[config.mk]
export PLATFORM = sky130hd
export DESIGN_NAME = rtc_bcd_datetime_encode
export DESIGN_NICKNAME = d
export VERILOG_FILES = /design/src/rbde_pkg.sv /design/src/rbde_weekday.sv /design/src/rbde_encode.sv /design/src/rtc_bcd_datetime_encode.sv
export SDC_FILE = /design/constraint.sdc
export NUM_CORES = 1
export LEC_CHECK = 0
export BUFFER_PORTS_ARGS = -buffer_cell sky130_fd_sc_hd__buf_2
export CORE_ASPECT_RATIO = 1.4
export CORE_MARGIN = 3
export CORE_UTILIZATION = 55
export CTS_CLUSTER_SIZE = 12
export DETAILED_ROUTE_END_ITERATION = 10
export PLACE_DENSITY = 0.72
export SKIP_LAST_GASP = 1
export SLEW_MARGIN = 0
export SYNTH_ARGS = -nofsm -noshare
export SYNTH_HDL_FRONTEND = slang
export SYNTH_SLANG_ARGS = --single-unit
[constraint.sdc]
create_clock -name clock -period 22.2 [get_ports clock]
set_clock_uncertainty 0.1 [all_clocks]
set_input_delay 2.22 -clock clock [delete_from_list [all_inputs] [get_ports clock]]
set_output_delay 2.22 -clock clock [all_outputs]
set_load 0.02 [all_outputs]
[src/rbde_pkg.sv]
// Shared types, constants and conversion helpers for the RTC BCD date/time encoder.
// No dependencies; used by every module of the block.
`timescale 1ns / 1ps

package rbde_pkg;

   localparam int REQ_DATA_W = 48;
   localparam int RSP_DATA_W = 48;

   localparam logic [6:0]  SEC_LIMIT    = 7'd60;
   localparam logic [6:0]  HOUR_LIMIT   = 7'd24;
   localparam logic [3:0]  MONTH_FEB    = 4'd2;
   localparam logic [3:0]  MONTH_JAN    = 4'd1;
   localparam logic [3:0]  MONTH_LAST   = 4'd12;
   localparam logic [4:0]  LEN_DEFAULT  = 5'd31;
   localparam logic [11:0] YEAR_SAT     = 12'd2100;
   localparam logic [11:0] YEAR_BASE_20 = 12'd2000;
   localparam logic [11:0] YEAR_BASE_19 = 12'd1900;
   localparam logic [6:0]  YEAR_MAX_BIN = 7'd99;

   typedef struct packed {
      logic [6:0]  second;
      logic [6:0]  minute;
      logic [6:0]  hour;
      logic [5:0]  day_of_month;
      logic [3:0]  month_number;
      logic [11:0] year_full;
   } dt_in_type;

   typedef struct packed {
      logic [6:0] second_bcd;
      logic [6:0] minute_bcd;
      logic [5:0] hour_bcd;
      logic [5:0] day_bcd;
      logic [2:0] weekday_code;
      logic [7:0] month_century_reg;
      logic [7:0] year_bcd;
      logic       month_invalid;
   } dt_out_type;

   // Binary 0..99 to two BCD digits; tens via reciprocal 205/2048.
   function automatic logic [7:0] to_bcd(input logic [6:0] v);
      logic [17:0] prod;
      logic [3:0]  tens;
      logic [6:0]  ones;
      prod = {11'd0, v} * 18'd205;
      tens = prod[14:11];
      ones = v - ({3'd0, tens} * 7'd10);
      return {tens, ones[3:0]};
   endfunction

   // floor(y / 100) for 12-bit y, reciprocal 5243 / 2^19.
   function automatic logic [5:0] div100(input logic [11:0] y);
      logic [24:0] prod;
      prod = {13'd0, y} * 25'd5243;
      return prod[24:19];
   endfunction

   // floor(3 * (m + 1) / 5) for m up to 15.
   function automatic logic [3:0] month_term(input logic [3:0] m);
      logic [5:0] x;
      logic [9:0] prod;
      x    = ({2'd0, m} + 6'd1) * 6'd3;
      prod = {4'd0, x} * 10'd13;
      return prod[9:6];
   endfunction

   // Residue mod 7 by folding octal digits (8 = 1 mod 7).
   function automatic logic [2:0] mod7(input logic [12:0] v);
      logic [5:0] s1;
      logic [3:0] s2;
      s1 = {3'd0, v[2:0]} + {3'd0, v[5:3]} + {3'd0, v[8:6]} + {3'd0, v[11:9]}
           + {5'd0, v[12]};
      s2 = {1'b0, s1[2:0]} + {1'b0, s1[5:3]};
      if (s2 >= 4'd7) begin
         s2 = s2 - 4'd7;
      end
      return s2[2:0];
   endfunction

   function automatic logic [4:0] month_days(input logic [3:0] m);
      logic [4:0] len;
      unique case (m)
         4'd1, 4'd3, 4'd5, 4'd7, 4'd8, 4'd10, 4'd12: len = 5'd31;
         4'd4, 4'd6, 4'd9, 4'd11:                     len = 5'd30;
         4'd2:                                        len = 5'd28;
         default:                                     len = LEN_DEFAULT;
      endcase
      return len;
   endfunction

endpackage

[src/rbde_weekday.sv]
// Weekday from a Zeller-style sum on the unclamped day, month and year.
// Depends on rbde_pkg.
`timescale 1ns / 1ps

module rbde_weekday (
   input  logic [5:0]  day_of_month,
   input  logic [3:0]  month_number,
   input  logic [11:0] year_full,
   output logic [2:0]  weekday_code
);

   logic        early;
   logic [3:0]  m_adj;
   logic [11:0] y_adj;
   logic [5:0]  q100;
   logic [12:0] total;

   // January and February count as months 13 and 14 of the year before
   assign early = (month_number == rbde_pkg::MONTH_JAN) || (month_number == rbde_pkg::MONTH_FEB);
   assign m_adj = early ? (month_number + 4'd12) : month_number;
   assign y_adj = (early && (year_full != 12'd0)) ? (year_full - 12'd1)
                : (early ? 12'd0 : year_full);
   assign q100  = rbde_pkg::div100(y_adj);

   assign total = {7'd0, day_of_month} + {8'd0, m_adj, 1'b0}
                + {9'd0, rbde_pkg::month_term(m_adj)} + {1'b0, y_adj}
                + {3'd0, y_adj[11:2]} - {7'd0, q100} + {9'd0, q100[5:2]} + 13'd1;

   assign weekday_code = rbde_pkg::mod7(total);

endmodule

[src/rbde_encode.sv]
// Combinational conversion of one binary date/time beat to the RTC register bytes.
// Depends on rbde_pkg and rbde_weekday.
`timescale 1ns / 1ps

module rbde_encode (
   input  rbde_pkg::dt_in_type  dt_in,
   output rbde_pkg::dt_out_type dt_out
);

   logic        bad_month;
   logic [5:0]  q100;
   logic [11:0] rem100;
   logic        leap;
   logic [4:0]  mlen;
   logic [4:0]  dval;
   logic [6:0]  yval;
   logic        century;
   logic [6:0]  sec_v;
   logic [6:0]  min_v;
   logic [6:0]  hour_v;
   logic [7:0]  sec_b;
   logic [7:0]  min_b;
   logic [7:0]  hour_b;
   logic [7:0]  day_b;
   logic [7:0]  mon_b;
   logic [7:0]  year_b;
   logic [2:0]  weekday;

   assign bad_month = (dt_in.month_number == 4'd0) || (dt_in.month_number > rbde_pkg::MONTH_LAST);

   // leap: divisible by 4 but not 100, or by 400 (rem 0 and quotient divisible by 4)
   assign q100   = rbde_pkg::div100(dt_in.year_full);
   assign rem100 = dt_in.year_full - ({6'd0, q100} * 12'd100);
   assign leap   = ((dt_in.year_full[1:0] == 2'd0) && (rem100 != 12'd0))
                || ((rem100 == 12'd0) && (q100[1:0] == 2'd0));

   always_comb begin
      mlen = rbde_pkg::month_days(dt_in.month_number);
      if (!bad_month && (dt_in.month_number == rbde_pkg::MONTH_FEB) && leap) begin
         mlen = mlen + 5'd1;
      end
   end

   always_comb begin
      priority if ({1'b0, dt_in.day_of_month} > {2'b0, mlen}) begin
         dval = mlen;
      end else if (dt_in.day_of_month != 6'd0) begin
         dval = dt_in.day_of_month[4:0];
      end else begin
         dval = 5'd1;
      end
   end

   always_comb begin
      priority if (dt_in.year_full >= rbde_pkg::YEAR_SAT) begin
         yval    = rbde_pkg::YEAR_MAX_BIN;
         century = 1'b0;
      end else if (dt_in.year_full >= rbde_pkg::YEAR_BASE_20) begin
         yval    = 7'(dt_in.year_full - rbde_pkg::YEAR_BASE_20);
         century = 1'b0;
      end else if (dt_in.year_full >= rbde_pkg::YEAR_BASE_19) begin
         yval    = 7'(dt_in.year_full - rbde_pkg::YEAR_BASE_19);
         century = 1'b1;
      end else begin
         yval    = 7'd0;
         century = 1'b1;
      end
   end

   assign sec_v  = (dt_in.second < rbde_pkg::SEC_LIMIT) ? dt_in.second : 7'd0;
   assign min_v  = (dt_in.minute < rbde_pkg::SEC_LIMIT) ? dt_in.minute : 7'd0;
   assign hour_v = (dt_in.hour < rbde_pkg::HOUR_LIMIT) ? dt_in.hour : 7'd0;

   assign sec_b  = rbde_pkg::to_bcd(sec_v);
   assign min_b  = rbde_pkg::to_bcd(min_v);
   assign hour_b = rbde_pkg::to_bcd(hour_v);
   assign day_b  = rbde_pkg::to_bcd({2'd0, dval});
   assign mon_b  = rbde_pkg::to_bcd({3'd0, dt_in.month_number});
   assign year_b = rbde_pkg::to_bcd(yval);

   rbde_weekday u_weekday (
      .day_of_month (dt_in.day_of_month),
      .month_number (dt_in.month_number),
      .year_full    (dt_in.year_full),
      .weekday_code (weekday)
   );

   always_comb begin
      dt_out.second_bcd        = sec_b[6:0];
      dt_out.minute_bcd        = min_b[6:0];
      dt_out.hour_bcd          = hour_b[5:0];
      dt_out.day_bcd           = day_b[5:0];
      dt_out.weekday_code      = weekday;
      dt_out.month_century_reg = {century, mon_b[6:0]};
      dt_out.year_bcd          = year_b;
      dt_out.month_invalid     = bad_month;
   end

endmodule

[src/rtc_bcd_datetime_encode.sv]
// RTC BCD date/time encoder, top level: input register, conversion logic, result register.
// Beats pass from the input register to the result register, which drives rsp_tvalid.
// Throughput: one beat per cycle while rsp_tready is high; with the result stalled the input
// register takes one more beat, then req_tready drops until the result register frees.
// Reset: synchronous, active high; clears both valid flags, payload is not reset.
// Depends on rbde_pkg and rbde_encode.
`timescale 1ns / 1ps

module rtc_bcd_datetime_encode (
   input  logic                            clock,
   input  logic                            reset,
   input  logic                            req_tvalid,
   output logic                            req_tready,
   // second[6:0], minute[13:7], hour[20:14], day_of_month[26:21], month_number[30:27],
   // year_full[42:31], zero pad [47:43]
   input  logic [rbde_pkg::REQ_DATA_W-1:0] req_tdata,
   output logic                            rsp_tvalid,
   input  logic                            rsp_tready,
   // second_bcd[6:0], minute_bcd[13:7], hour_bcd[19:14], day_bcd[25:20],
   // weekday_code[28:26], month_century_reg[36:29], year_bcd[44:37], zero pad [47:45]
   output logic [rbde_pkg::RSP_DATA_W-1:0] rsp_tdata,
   // month_invalid[0]
   output logic                            rsp_tuser
);

   logic                 in_valid_ff;
   logic                 in_valid_in;
   rbde_pkg::dt_in_type  in_data_ff;
   rbde_pkg::dt_in_type  in_data_in;
   logic                 out_valid_ff;
   logic                 out_valid_in;
   rbde_pkg::dt_out_type out_data_ff;
   rbde_pkg::dt_out_type out_data_in;
   rbde_pkg::dt_out_type conv;
   logic                 out_free;
   logic                 advance;
   logic                 req_beat;

   assign out_free   = !out_valid_ff || rsp_tready;
   assign advance    = in_valid_ff && out_free;
   assign req_tready = !in_valid_ff || out_free;
   assign req_beat   = req_tvalid && req_tready;

   always_comb begin
      in_data_in.second       = req_tdata[6:0];
      in_data_in.minute       = req_tdata[13:7];
      in_data_in.hour         = req_tdata[20:14];
      in_data_in.day_of_month = req_tdata[26:21];
      in_data_in.month_number = req_tdata[30:27];
      in_data_in.year_full    = req_tdata[42:31];
   end

   assign in_valid_in  = req_beat || (in_valid_ff && !out_free);
   assign out_valid_in = advance || (out_valid_ff && !rsp_tready);
   assign out_data_in  = conv;

   rbde_encode u_encode (
      .dt_in  (in_data_ff),
      .dt_out (conv)
   );

   always_ff @(posedge clock) begin
      if (reset) begin
         in_valid_ff  <= 1'b0;
         out_valid_ff <= 1'b0;
      end else begin
         in_valid_ff  <= in_valid_in;
         out_valid_ff <= out_valid_in;
      end
   end

   always_ff @(posedge clock) begin
      if (req_beat) begin
         in_data_ff <= in_data_in;
      end
      if (advance) begin
         out_data_ff <= out_data_in;
      end
   end

   assign rsp_tvalid = out_valid_ff;
   assign rsp_tdata  = {3'd0,
                        out_data_ff.year_bcd,
                        out_data_ff.month_century_reg,
                        out_data_ff.weekday_code,
                        out_data_ff.day_bcd,
                        out_data_ff.hour_bcd,
                        out_data_ff.minute_bcd,
                        out_data_ff.second_bcd};
   assign rsp_tuser  = out_data_ff.month_invalid;

endmodule

==> flow_metrics.env, run 1 <==
export IMPL_grt_max_degree=52
export IMPL_maxCapViolCount=0
export IMPL_clk_pin_slew_worst_paths_ps=80
export IMPL_synth_cell_types=68
export IMPL_fin_nets=2368
export IMPL_yosysSeqAreaShare_pct=16.48
export IMPL_post_cts_setup_buffer_count=0
export IMPL_vias_per_cell=5.369
export IMPL_synth_cells=1570
export IMPL_endpoint_kind="register"
export IMPL_holdPathEnd="rsp_tvalid$_SDFF_PP0_"
export IMPL_post_drt_wl_per_cell_um=15.53
export IMPL_synth_edf_count=87
export IMPL_drc=0
export IMPL_synthArstFlopShare_pct=0
export IMPL_worstPathArrival_ps=14680
export IMPL_r2r_start="in_data_ff[2]$_DFFE_PP_"
export IMPL_hp_class="register to register"
export IMPL_track_usage_pct=21.29
export IMPL_synth_seq_cells=91
export IMPL_setup_violations=0
export IMPL_worst_pin_slew_ps=922.2
export IMPL_cts_path_max_buffers=2
export IMPL_htree_levels=3
export IMPL_max_slew_margin_rel_pct=38.15
export IMPL_cts_tree="built"
export IMPL_area_growth_pct=8.216
export IMPL_fp_row_count=74
export IMPL_portBuffers=92
export IMPL_cp_common_cell="fa_1"
export IMPL_grt_pass1_vias=12010
export IMPL_vias=11160
export IMPL_synth_top_area_share_pct=35.14
export IMPL_tns_ps=0
export IMPL_die_h_um=210.0
export IMPL_synth_top_area_cell="ha_1"
export IMPL_fmax_mhz=68.13
export IMPL_r2r_cells=55
export IMPL_post_route_util_pct=60.44
export IMPL_status="completed"
export IMPL_dieArea_mm2=0.03185
export IMPL_grt_overflow=0
export IMPL_hpwlAfterDp_um=28030
export IMPL_synth_flop_cell="edfxtp_1"
export IMPL_drv_slew=0
export IMPL_synth_commonest_cells="ha_1 (459), inv_1 (327), fa_1 (164), edfxtp_1 (87), nand2_1 (62)"
export IMPL_place_congestion=0.8427
export IMPL_start_util_pct=55.85
export IMPL_min_path_cells=2
export IMPL_cp_max_fo=13
export IMPL_core_area_mm2=0.02926
export IMPL_hold_buffers=0
export IMPL_synth_area_leaders="ha_1 (35%), fa_1 (20%), edfxtp_1 (16%)"
export IMPL_n_fill_cell=2467
export IMPL_cts_root_buf="clkbuf_16"
export IMPL_min_from="in_valid_ff$_SDFF_PP0_"
export IMPL_r2r_end="rsp_tdata[26]$_DFFE_PP_"
export IMPL_grt_setup_unrepaired="false"
export IMPL_antenna_found_initial=1
export IMPL_cts_resized=0
export IMPL_cts_sinks=91
export IMPL_ys_warn_count=0
export IMPL_fp_dieW_um=151.7
export IMPL_first_pass_iters=4
export IMPL_hold_viol_final=0
export IMPL_drt_iter0_markers=389
export IMPL_ant_nets=0
export IMPL_drive_above_1_share_pct=9.246
export IMPL_synth_area_mm2=0.01634
export IMPL_startpoint_type="register"
export IMPL_holdWs_ps=443.3
export IMPL_synth_most_common_cell="ha_1"
export IMPL_cp_slowest_cell="edfxtp_1"
export IMPL_cts_buffers=9
export IMPL_period_share_pct=66.11
export IMPL_regToRegSetupSlack_ps=7520
export IMPL_critPathRequiredTime_ps=22200
export IMPL_wirelength_um=32290
export IMPL_synth_avg_cell_area_um2=10.41
export IMPL_grt_pass1_wl_um=54310
export IMPL_post_route_min_period_ps=14680
export IMPL_path_class="register to register"
export IMPL_io_pins=103
export IMPL_clock_latency_ps=380
export IMPL_worst_path_largest_cell_delay_ps=780
## per-stage QoR
stage                     area [µm²]  instances  setup slack [ps]
final                          17680       2079              7523
after CTS                      17680       2078              7477
after global routing           17680       2078              6496
after floorplan                16400       1586              9011
after detailed placement       17390       2062              7540
after global placement         17390       2062              7788
## registers in the layout, indices dropped and copies added (netlist names), named ones only
name and flops:
rsp_tvalid 1, rsp_tdata 43, in_valid_ff 1, rsp_tuser 1, in_data_ff 43
## worst max-delay path: cells and delay by family, from the launching register on
family / cells / cell delay (ps)
adder cells (fa/ha/maj): 19 / 7740
AND/OR/NAND/NOR: 7 / 720
XOR/XNOR: 5 / 840
AO/OA/AOI/OAI: 17 / 3450
buffers and inverters: 7 / 780
flip-flops: 1 / 780
## cells in the final DEF (no fill, tap or decap), types with 9 or more instances in the layout
cell,netlist,layout
a21o_1,27,27
a21oi_1,57,57
and2_1,17,17
buf_2,0,92
buf_4,5,10
clkbuf_16,0,9
conb_1,2,18
edfxtp_1,87,87
fa_1,164,164
ha_1,459,459
inv_1,327,327
nand2_1,62,62
nand2b_1,10,10
nand3_1,16,16
nor2_1,45,45
nor2b_1,15,14
nor3_1,14,14
o21a_1,14,14
o21ai_0,35,35
or2_2,9,9
xnor2_1,59,59
xor2_1,30,30
## routing by layer
layer  part of all wire, %  wire length (µm)  global-route usage, %  vias up
li1                      -                 -                      -     5500
met5                 0.034                11                      0        -
met1                    39             12460                  22.95     5361
met2                    54             17380                  40.81      220
met4                   3.7              1201                  8.961        2
met3                   3.8              1236                  2.860       79
## kinds of logic after synthesis
family	synth area share [%]
buffers and inverters	7.787
and+or+nand+nor	6.692
DFF	16.48
AOI/OAI and AO/OA	8.476
adders and majority gates	55.23
xor gates and xnor gates	4.969
muxes	0.3216
other	0.04596
## final cells by class
| type | count | area [µm²] | share of cell area, % |
|---|---|---|---|
| clock buffers | 9 | 225.2 | 1.274 |
| well taps | 380 | 475.5 | 2.689 |
| multi-input cells | 1161 | 12450 | 70.43 |
| clock inverters | 7 | 67.56 | 0.3821 |
| diodes | 1 | 2.502 | 0.01415 |
| flip-flops and latches | 91 | 2693 | 15.23 |
| repair buffers | 102 | 535.5 | 3.028 |
| inverters | 328 | 1231 | 6.962 |
## worst max path at each step
stage,startpoint,to,slack (ps),cells past startpoint
final,in_data_ff[2]$_DFFE_PP_,rsp_tdata[26]$_DFFE_PP_,7520,55
after CTS,in_data_ff[2]$_DFFE_PP_,rsp_tdata[26]$_DFFE_PP_,7480,55
after global placement,in_data_ff[2]$_DFFE_PP_,rsp_tdata[26]$_DFFE_PP_,7790,55
after global routing,in_data_ff[2]$_DFFE_PP_,rsp_tdata[27]$_DFFE_PP_,6500,55
after floorplan,in_data_ff[2]$_DFFE_PP_,rsp_tdata[26]$_DFFE_PP_,9010,54
after detailed placement,in_data_ff[2]$_DFFE_PP_,rsp_tdata[27]$_DFFE_PP_,7540,56
Power of run 1 is not shown: default switching activity piles up to over one toggle a cycle in this logic, so the estimate is an artifact.
==> inputs of run 2 (changes only) <==
Clock period 22.2 ns to 14.9 ns, I/O delays scaled along.
==> flow_metrics.env, run 2 (synthesized netlist as in run 1, its figures left out) <==
export IMPL_post_drt_wl_per_cell_um=15.76
export IMPL_hpwlAfterDp_um=28740
export IMPL_hp_class="register to register"
export IMPL_worst_pin_slew_ps=753.5
export IMPL_cts_buffers=9
export IMPL_drv_slew=0
export IMPL_min_from="in_valid_ff$_SDFF_PP0_"
export IMPL_critPathRequiredTime_ps=14910
export IMPL_drt_iter0_markers=318
export IMPL_clk_pin_slew_worst_paths_ps=80
export IMPL_max_slew_margin_rel_pct=49.24
export IMPL_regToRegSetupSlack_ps=770
export IMPL_grt_overflow=0
export IMPL_fin_nets=2383
export IMPL_area_growth_pct=9.080
export IMPL_clock_latency_ps=370
export IMPL_grt_max_degree=52
export IMPL_cts_path_max_buffers=2
export IMPL_htree_levels=3
export IMPL_dieArea_mm2=0.03185
export IMPL_drc=0
export IMPL_status="completed"
export IMPL_vias_per_cell=5.349
export IMPL_wirelength_um=33020
export IMPL_r2r_end="rsp_tdata[23]$_DFFE_PP_"
export IMPL_worst_path_largest_cell_delay_ps=630
export IMPL_track_usage_pct=21.91
export IMPL_post_route_min_period_ps=14130
export IMPL_grt_pass1_wl_um=55560
export IMPL_vias=11210
export IMPL_grt_setup_unrepaired="true"
export IMPL_cp_common_cell="ha_1"
export IMPL_grt_pass1_vias=12050
export IMPL_r2r_start="in_data_ff[8]$_DFFE_PP_"
export IMPL_period_share_pct=94.81
export IMPL_first_pass_iters=4
export IMPL_fmax_mhz=70.79
export IMPL_setup_violations=0
export IMPL_post_route_util_pct=60.93
export IMPL_path_class="register to register"
export IMPL_cp_slowest_cell="edfxtp_1"
export IMPL_portBuffers=92
export IMPL_r2r_cells=55
export IMPL_startpoint_type="register"
export IMPL_cts_sinks=91
export IMPL_core_area_mm2=0.02926
export IMPL_cts_root_buf="clkbuf_16"
export IMPL_cp_max_fo=10
export IMPL_io_pins=103
export IMPL_endpoint_kind="register"
export IMPL_ant_nets=0
export IMPL_min_path_cells=2
export IMPL_fp_row_count=74
export IMPL_maxCapViolCount=0
export IMPL_cts_tree="built"
export IMPL_die_h_um=210.0
export IMPL_antenna_found_initial=1
export IMPL_place_congestion=0.9022
export IMPL_drive_above_1_share_pct=9.982
export IMPL_worstPathArrival_ps=14140
export IMPL_start_util_pct=55.85
export IMPL_hold_viol_final=0
export IMPL_layout_common_cells="ha_1 (459), inv_1 (327), fa_1 (164)"
export IMPL_final_common_cell="ha_1"
export IMPL_holdPathEnd="rsp_tvalid$_SDFF_PP0_"
export IMPL_fp_dieW_um=151.7
run 2: cell count changes in the layout (fill, tap and decap cells not counted), sizes merged:
cell | before | now
diode | 1 | 2
buf | 102 | 117
clkinvlp | 1 | 0
inv | 332 | 330
bufinv | 0 | 2
clkinv | 2 | 3
run 2: critical path, delay by kind of cell (launching register included):
kind            cells  cell delay, ps
buf+inv             7             550
compound gates     18            3880
flops               1             630
xor+xnor            4             800
fa+ha+maj          18            6650
mux                 1             270
simple gates        7             940
run 2: how the worst max path moves through the flow:
stage                        startpoint                      end
3_5_place_dp   in_data_ff[12]$_DFFE_PP_  rsp_tdata[27]$_DFFE_PP_
4_1_cts        in_data_ff[12]$_DFFE_PP_  rsp_tdata[27]$_DFFE_PP_
3_3_place_gp   in_data_ff[12]$_DFFE_PP_  rsp_tdata[26]$_DFFE_PP_
2_1_floorplan   in_data_ff[2]$_DFFE_PP_  rsp_tdata[26]$_DFFE_PP_
5_1_grt        in_data_ff[12]$_DFFE_PP_  rsp_tdata[27]$_DFFE_PP_
6_report        in_data_ff[8]$_DFFE_PP_  rsp_tdata[23]$_DFFE_PP_
run 2: layout make-up:
class / count / area [µm²]
Multi-Input combinational cell: 1161 / 12450
Fill cell: 2439 / 11430
Sequential cell: 91 / 2693
Inverter: 328 / 1231
Timing Repair Buffer: 117 / 648.1
Tap cell: 380 / 475.5
Clock buffer: 9 / 225.2
Clock inverter: 7 / 98.84
Antenna cell: 2 / 5.005
run 2: metal layers:
layer / global-route usage (%) / wire [µm] / part of all wire, %
met2: 41.82 / 17780 / 54
met4: 9.426 / 1555 / 4.7
met3: 2.731 / 968 / 2.9
met1: 23.84 / 12710 / 39
met5: 0 / 0 / 0
run 2: stage by stage:
stage | hold slack (ps) | area [µm²] | setup slack [ps] | cells | TNS (ps)
2_1_floorplan | 377.8 | 16400 | 1711 | 1586 | 0
3_3_place_gp | 408.8 | 17450 | 781.0 | 2071 | 0
3_5_place_dp | 444.5 | 17450 | 548.3 | 2071 | 0
4_1_cts | 459.4 | 17770 | 504.4 | 2087 | 0
5_1_grt | 474.3 | 17820 | -35.05 | 2093 | -37.72
6_report | 450.8 | 17830 | 773.0 | 2095 | 0
run 2: repair_timing:
action / 4_1_cts / 5_1_grt
setup buffers: 0 / 6
endpoints found under the setup margin: 0 / 4
gates resized for setup: 0 / 4
hold buffers: 0 / 0
Power of run 2 is left out for the same reason.
